### config.mk
export PLATFORM = sky130hd
export DESIGN_NAME = stl_age_cmp
export DESIGN_NICKNAME = d
export VERILOG_FILES = /design/src/rtl/core/stl_pkg.sv /design/src/rtl/core/stl_age_cmp.sv
export SDC_FILE = /design/constraint.sdc
export NUM_CORES = 1
export LEC_CHECK = 0
export BUFFER_PORTS_ARGS = -buffer_cell sky130_fd_sc_hd__buf_2
export CORE_MARGIN = 2
export CORE_UTILIZATION = 57
export DETAILED_ROUTE_END_ITERATION = 8
export PLACE_DENSITY = 0.91
export SKIP_LAST_GASP = 1
export SYNTH_ARGS = -nofsm -noshare
export SYNTH_HDL_FRONTEND = slang
export SYNTH_SLANG_ARGS = --single-unit
export TNS_END_PERCENT = 20
### constraint.sdc
create_clock -name vclk -period 14
set_clock_uncertainty 0.1 [all_clocks]
set_input_delay 3.5 -clock vclk [all_inputs]
set_output_delay 3.5 -clock vclk [all_outputs]
set_load 0.02 [all_outputs]
### src/rtl/core/stl_pkg.sv
// Shared types, codes and defaults for the session table core.
// No dependencies; used by stl_age_cmp and session_table_ttl_lru_core.
package stl_pkg;

	localparam int unsigned SESSIONS_DEF         = 256;
	localparam int unsigned KEYS_PER_SESSION_DEF = 16;
	localparam int unsigned TAG_BITS_DEF         = 64;
	localparam int unsigned VALUE_BITS_DEF       = 64;
	localparam logic [31:0] TTL_RESET            = 32'd43200;

	localparam logic [2:0] ACT_SET_KEY   = 3'd0;
	localparam logic [2:0] ACT_SET_TOKEN = 3'd1;
	localparam logic [2:0] ACT_GET_KEY   = 3'd2;
	localparam logic [2:0] ACT_GET_TOKEN = 3'd3;
	localparam logic [2:0] ACT_CLEAR     = 3'd4;

	localparam logic [1:0] ST_OK    = 2'd0;
	localparam logic [1:0] ST_EMPTY = 2'd1;
	localparam logic [1:0] ST_CAP   = 2'd2;
	localparam logic [1:0] ST_MISS  = 2'd3;

	typedef struct packed {
		logic [2:0]  action;
		logic [31:0] now;
		logic [63:0] session_tag;
		logic [63:0] agent_tag;
		logic [63:0] key_value;
		logic [63:0] token_value;
		logic [63:0] account_value;
	} req_t;

	typedef struct packed {
		logic        found;
		logic [63:0] key_out;
		logic [63:0] token_out;
		logic [63:0] account_out;
		logic [1:0]  status;
	} rsp_t;

	typedef struct packed {
		logic expired;
		logic older;
	} cmp_t;

endpackage

### src/rtl/core/stl_age_cmp.sv
// Shared time compare unit: idle expiry against the TTL and recency order.
// Depends on stl_pkg.
module stl_age_cmp (
	input  logic [31:0]   now,
	input  logic [31:0]   last,
	input  logic [31:0]   ttl,
	input  logic [31:0]   best,
	input  logic          have_best,
	output stl_pkg::cmp_t res
);

	logic [33:0] idle;

	assign idle = {2'b00, now} - {2'b00, last};

	always_comb begin
		res.expired = $signed(idle) > $signed({2'b00, ttl});
		res.older   = !have_best || (last < best);
	end

endmodule

==> reports/summary.json, run 1 <==
{
  "design.die.area_um2": 6690,
  "timing.final.max_slew_violations": 0,
  "avgSynthCellArea_um2": 6.97,
  "post-synth-top-count-cell": "sky130_fd_sc_hd__inv_1",
  "drc": 0,
  "power_density_nw_per_um2": 43.8,
  "timing_worst_setup_path_type": "in2out",
  "worst_slack_ps": 3340,
  "irDropWorstVdd_v": 0.0000221,
  "die_h_um": 81.8,
  "netlist_top_cells_area": "sky130_fd_sc_hd__ha_1 34%, sky130_fd_sc_hd__inv_1 12%, sky130_fd_sc_hd__a21oi_1 6.2%",
  "timing.critical_path.from_type": "input port",
  "grt_max_degree": 9,
  "detailroute.via_count": 3927,
  "synthXorXnorAreaFrac_pct": 7.36,
  "post_route_cells_drive_above_1_share_pct": 23.3,
  "synth_cell_types": 53,
  "n_antenna_cell": 0,
  "syn-num-nets": 720,
  "critPathRequiredTime_ps": 10400,
  "grt_pass1_wl_um": 14400,
  "syn2layout_area_growth_pct": 21.3,
  "placement_rows": 28,
  "synthesis.yosys.warnings": 0,
  "final-seq-area_um2": 0,
  "dr.first_iter.drc_count": 190,
  "placement.setup.worst_slack_ps": 3370,
  "data_arrival_time_of_the_critical_path_ps": 7060,
  "fillCellCount": 519,
  "slew_hr_pct": 66.7,
  "final-hold-violation-count": 0,
  "holdBufCountCts": 0,
  "finalWirelength_um": 9060,
  "setup_total_negative_slack_ps": 0,
  "multi_input_gate_area_in_the_final_layout_um2": 3030,
  "syn_inst": 495,
  "die_x_um": 81.8,
  "globalRouteTotalUtil_pct": 26.0,
  "placeableCoreArea_um2": 5890,
  "post_cts_buffers": 0,
  "final_period_minus_worst_setup_slack_ps": 10660,
  "initial_antenna_violation_count": 0,
  "drv.max_cap_violation_count": 0,
  "synthSimpleGateAreaFrac_pct": 16.5,
  "post-route-period-util_pct": 76.2,
  "adder_and_majority_gate_portion_of_the_synthesized_area_pct": 35.0,
  "portion_of_the_post_synthesis_area_used_by_sequential_elements_pct": 0,
  "yosysTopAreaCell": "sky130_fd_sc_hd__ha_1",
  "p_leak_uw": 0.00253,
  "clock.fmax_ghz": 0.0938,
  "viasPerCell": 5.63,
  "ioPinCount": 131,
  "synth_top_family_by_area": "adder cells",
  "gp_congestion": 0.894,
  "timing_worst_slew_pin_value_ps": 493,
  "clkbuf_count": 0,
  "mapped_area_um2": 3450,
  "dpl.cell_count": 698,
  "synth-compound-area-share_pct": 28.6,
  "cts-resized-gates": 0,
  "route.detailed.wl_per_inst_um": 13.0,
  "status": "complete, no violations",
  "rsz0062_at_grt": "no",
  "critPathMaxFanout": 3,
  "end_kind": "primary output",
  "first_global_vias": 3609,
  "post_synth_mux_area_share_pct": 0.290,
  "detailedRoute.firstPassIterationCount": 5,
  "hold_class": "in2out",
  "instances_no_fill": 698,
  "start_util_pct": 58.6,
  "hpwl_um": 8240,
  "globalRoute.totalOverflow": 0,
  "n_sequential_cell": 0,
  "finish.net_count": 850,
  "final_count_of_negative_setup_slack_endpoints": 0,
  "route.antenna.remaining_nets": 0,
  "fin_total_pwr_uw": 183,
  "yosys-top-cells-count": "108 x sky130_fd_sc_hd__inv_1, 95 x sky130_fd_sc_hd__ha_1, 43 x sky130_fd_sc_hd__a21oi_1, 33 x sky130_fd_sc_hd__nand2_1, 24 x sky130_fd_sc_hd__a21o_1",
  "placement.io_buffers": 131,
  "share_of_the_synthesized_area_in_the_top_cell_type_pct": 34.4
}
==> kinds of logic (layout without fill, tap and decap cells) <==
logic type,after synthesis,in the layout
fa+ha+maj,96,96
compound gates,148,148
buf+inv,111,239
xor+xnor,29,29
simple gates,110,110
mux,1,1
==> critical path, stage by stage <==
cell                       delay [ps]
sky130_fd_sc_hd__buf_2             80
sky130_fd_sc_hd__inv_1             40
sky130_fd_sc_hd__ha_1             220
sky130_fd_sc_hd__fa_1             400
sky130_fd_sc_hd__nand2b_1         190
sky130_fd_sc_hd__a21oi_1          200
sky130_fd_sc_hd__o21ai_1          150
sky130_fd_sc_hd__a21boi_1         190
sky130_fd_sc_hd__o21ai_1          130
sky130_fd_sc_hd__o211ai_1         250
sky130_fd_sc_hd__xor2_1           100
sky130_fd_sc_hd__ha_1             300
sky130_fd_sc_hd__nand4_1          130
sky130_fd_sc_hd__or4_1            560
sky130_fd_sc_hd__o21ai_1          150
sky130_fd_sc_hd__a31oi_1           50
sky130_fd_sc_hd__a41oi_1          190
sky130_fd_sc_hd__a21oi_1           60
sky130_fd_sc_hd__buf_2            170
==> cells in the final DEF (no fill, tap or decap), types with 6 or more instances in the layout <==
cell type | synthesis | final
sky130_fd_sc_hd__nand2_1 | 33 | 33
sky130_fd_sc_hd__a211oi_1 | 7 | 7
sky130_fd_sc_hd__and3_1 | 6 | 6
sky130_fd_sc_hd__nand3_1 | 6 | 6
sky130_fd_sc_hd__buf_2 | 0 | 131
sky130_fd_sc_hd__o21ai_0 | 15 | 15
sky130_fd_sc_hd__a31oi_1 | 7 | 7
sky130_fd_sc_hd__ha_1 | 95 | 95
sky130_fd_sc_hd__a21o_1 | 24 | 24
sky130_fd_sc_hd__o21a_1 | 7 | 7
sky130_fd_sc_hd__a21oi_1 | 43 | 43
sky130_fd_sc_hd__inv_1 | 108 | 108
sky130_fd_sc_hd__o21ai_1 | 9 | 9
sky130_fd_sc_hd__nor2_1 | 16 | 16
sky130_fd_sc_hd__nor3_1 | 8 | 8
sky130_fd_sc_hd__nand4_1 | 13 | 13
sky130_fd_sc_hd__xor2_1 | 11 | 11
sky130_fd_sc_hd__nand2b_1 | 9 | 9
sky130_fd_sc_hd__xnor2_1 | 18 | 18
==> routing by layer <==
metal | share of wire, % | GRT usage [%] | routed length (µm) | vias to the layer above
li1 | - | - | - | 2000
met1 | 42 | 31.3 | 3810 | 1747
met2 | 49 | 50.2 | 4430 | 164
met3 | 7.6 | 2.42 | 689 | 16
met4 | 1.5 | 4.00 | 135 | 0
met5 | 0 | 0 | 0 | -
==> worst paths after layout <==
path  cells after the start  endpoint      start
max                      19    res[1]     now[0]
min                       3    res[0]  have_best
==> where the power goes <==
group          internal [µW]  leakage (µW)  total [µW]  switching (µW)
Sequential                 0             0           0               0
Clock                      0             0           0               0
Combinational           84.9       0.00253         183            98.3
Total                   84.9       0.00253         183            98.3
==> per-stage QoR <==
step           util (%)  area (µm²)  hold WS [ps]
6_report           71.1        4190          7170
2_1_floorplan         -        3450          7040
3_3_place_gp       71.1        4190          7170
3_5_place_dp       71.1        4190          7160
5_1_grt            71.1        4190          7200
4_1_cts            71.1        4190          7170
==> cell type report <==
class                      instances  share of cell area [%]
timing repair buffer             131                    15.7
multi-input combinational        384                    72.4
tap                               75                    2.24
inverter                         108                    9.69
Note: power is estimated with default switching activity, not from simulation.
==> inputs of run 2 (changes only) <==
CORE_UTILIZATION = 48   (was 57)
PLACE_DENSITY = 0.82   (was 0.91)
clock period = 9.7 ns   (was 14 ns; I/O delays follow)
==> reports/summary.json, run 2 (synthesis gave the netlist of run 1 again) <==
{
  "final-seq-area": {"value": 0, "unit": "µm²", "change": "unchanged"},
  "drv.max_cap_violation_count": {"value": 0, "change": "unchanged"},
  "grt.met3_usage": {"value": 1.96, "unit": "%", "change": "was 2.42%"},
  "finalWirelength": {"value": 9080, "unit": "µm", "change": "was 9060 µm"},
  "post_cts_buffers": {"value": 0, "change": "unchanged"},
  "route.detailed.wl_per_inst": {"value": 12.6, "unit": "µm", "change": "was 13.0 µm"},
  "hpwl": {"value": 8350, "unit": "µm", "change": "was 8240 µm"},
  "placement.io_buffers": {"value": 131, "change": "unchanged"},
  "clock.fmax_ghz": 0.117,
  "hold_class": {"value": "in2out", "change": "unchanged"},
  "route.antenna.remaining_nets": {"value": 0, "change": "unchanged"},
  "finish.net_count": {"value": 850, "change": "unchanged"},
  "die_x": {"value": 88.8, "unit": "µm", "change": "was 81.8 µm"},
  "timing.final.max_slew_violations": {"value": 0, "change": "unchanged"},
  "placeableCoreArea": {"value": 6870, "unit": "µm²", "change": "was 5890 µm²"},
  "irDropWorstVdd": {"value": 0.0000248, "unit": "V", "change": "was 0.0000221 V"},
  "globalRoute.totalOverflow": {"value": 0, "change": "unchanged"},
  "grtUsageMet1": {"value": 27.2, "unit": "%", "change": "was 31.3%"},
  "grt_util_met2": {"value": 41.7, "unit": "%", "change": "was 50.2%"},
  "globalRouteTotalUtil": {"value": 22.1, "unit": "%", "change": "was 26.0%"},
  "worst_hold_startpoint": {"value": "have_best", "change": "unchanged"},
  "detailroute.via_count": {"value": 3857, "change": "was 3927"},
  "fillCellCount": {"value": 655, "change": "was 519"},
  "critPathRequiredTime": {"value": 7180, "unit": "ps", "change": "was 10400 ps"},
  "startpoint": {"value": "now[0]", "change": "unchanged"},
  "rsz0062_at_grt": {"value": "no", "change": "unchanged"},
  "detailedRoute.firstPassIterationCount": {"value": 4, "change": "was 5"},
  "gp_congestion": {"value": 0.927, "change": "was 0.894"},
  "cts-resized-gates": {"value": 0, "change": "unchanged"},
  "dr.first_iter.drc_count": {"value": 132, "change": "was 190"},
  "viasPerCell": {"value": 5.36, "change": "was 5.63"},
  "p_leak": {"value": 0.00253, "unit": "µW", "change": "unchanged"},
  "post-route-period-util_pct": 88.3,
  "die_h": {"value": 88.8, "unit": "µm", "change": "was 81.8 µm"},
  "clkbuf_count": {"value": 0, "change": "unchanged"},
  "ioPinCount": {"value": 131, "change": "unchanged"},
  "post_route_cells_drive_above_1_share": {"value": 23.3, "unit": "%", "change": "unchanged"},
  "placement_rows": {"value": 30, "change": "was 28"},
  "first_global_vias": {"value": 3601, "change": "was 3609"},
  "holdBufCountCts": {"value": 0, "change": "unchanged"},
  "slew_hr": {"value": 67.6, "unit": "%", "change": "was 66.7%"},
  "worst_slack": {"value": 1130, "unit": "ps", "change": "was 3340 ps"},
  "grt_most_used_layer": {"value": "met2", "change": "unchanged"},
  "critPathMaxFanout": {"value": 3, "change": "unchanged"},
  "design.die.area": {"value": 7880, "unit": "µm²", "change": "was 6690 µm²"},
  "final_count_of_negative_setup_slack_endpoints": {"value": 0, "change": "unchanged"},
  "start_util": {"value": 50.2, "unit": "%", "change": "was 58.6%"},
  "commonest_cells_after_routing_fill_and_taps_aside": {"value": "131 x sky130_fd_sc_hd__buf_2, 108 x sky130_fd_sc_hd__inv_1, 95 x sky130_fd_sc_hd__ha_1", "change": "unchanged"},
  "drc": {"value": 0, "change": "unchanged"},
  "status": {"value": "complete, no violations", "change": "unchanged"},
  "timing_worst_slew_pin_value": {"value": 474, "unit": "ps", "change": "was 493 ps"},
  "n_antenna_cell": {"value": 0, "change": "unchanged"},
  "syn2layout_area_growth": {"value": 22.0, "unit": "%", "change": "was 21.3%"},
  "initial_antenna_violation_count": {"value": 0, "change": "unchanged"},
  "timing.critical_path.from_type": {"value": "input port", "change": "unchanged"},
  "power_density": {"value": 62.7, "unit": "nW/µm²", "change": "was 43.8 nW/µm²"},
  "grt_max_degree": {"value": 9, "change": "unchanged"},
  "timing_worst_setup_path_type": {"value": "in2out", "change": "unchanged"},
  "final-hold-violation-count": {"value": 0, "change": "unchanged"},
  "end_kind": {"value": "primary output", "change": "unchanged"},
  "most_common_library_cell_in_the_layout_ignoring_fill_and_taps": {"value": "sky130_fd_sc_hd__buf_2", "change": "unchanged"},
  "setup_total_negative_slack": {"value": 0, "unit": "ps", "change": "unchanged"},
  "timing.hold.ws": {"value": 5030, "unit": "ps", "change": "was 7170 ps"},
  "final_period_minus_worst_setup_slack_ps": 8570,
  "n_sequential_cell": {"value": 0, "change": "unchanged"},
  "grt_pass1_wl": {"value": 14500, "unit": "µm", "change": "was 14400 µm"},
  "placement.setup.worst_slack": {"value": 1170, "unit": "ps", "change": "was 3370 ps"},
  "data_arrival_time_of_the_critical_path": {"value": 6040, "unit": "ps", "change": "was 7060 ps"}
}
-- run 2: cell counts in the layout (fill, tap and decap cells not counted) --
Identical to the previous run, type by type.
-- run 2: path summary, 6_finish.rpt --
kind,endpoint,slack [ps],depth (start not counted)
hold / removal,res[0],5030,3
setup / recovery,res[1],1130,19
-- run 2: power breakdown --
part / internal (µW) / switching [µW] / leakage (µW)
registers: 0 / 0 / 0
clock network: 0 / 0 / 0
logic: 123 / 141 / 0.00253
-- run 2: final cells by class --
type	count	area (µm²)	area share [%]
multi-input combinational	384	3030	72.0
tap	96	120	2.85
inverter	108	405	9.63
timing repair buffer	131	656	15.6
-- run 2: worst max-delay path: stages --
cell	delay (ps)
sky130_fd_sc_hd__buf_2	70
sky130_fd_sc_hd__inv_1	30
sky130_fd_sc_hd__ha_1	210
sky130_fd_sc_hd__fa_1	400
sky130_fd_sc_hd__nand2b_1	180
sky130_fd_sc_hd__a21oi_1	240
sky130_fd_sc_hd__o21ai_1	170
sky130_fd_sc_hd__a21boi_1	210
sky130_fd_sc_hd__o21ai_1	130
sky130_fd_sc_hd__a31oi_1	230
sky130_fd_sc_hd__xor2_1	110
sky130_fd_sc_hd__ha_1	310
sky130_fd_sc_hd__nand4_1	120
sky130_fd_sc_hd__or4_1	550
sky130_fd_sc_hd__o21ai_1	150
sky130_fd_sc_hd__a31oi_1	50
sky130_fd_sc_hd__a41oi_1	200
sky130_fd_sc_hd__a21oi_1	70
sky130_fd_sc_hd__buf_2	170
-- run 2: per-stage QoR --
step	power, µW	cells	utilization, %	area (µm²)
floorplan	188	495	-	3450
global placement	253	719	61.3	4210
detailed placement	262	719	61.3	4210
CTS	264	719	61.3	4210
global route	300	719	61.3	4210
finish	264	719	61.3	4210
-- run 2: metal layers --
metal	part of all wire (%)	vias up
li1	-	2001
met1	44	1688
met2	47	152
met3	6.9	16
met4	1.8	0
met5	0	-
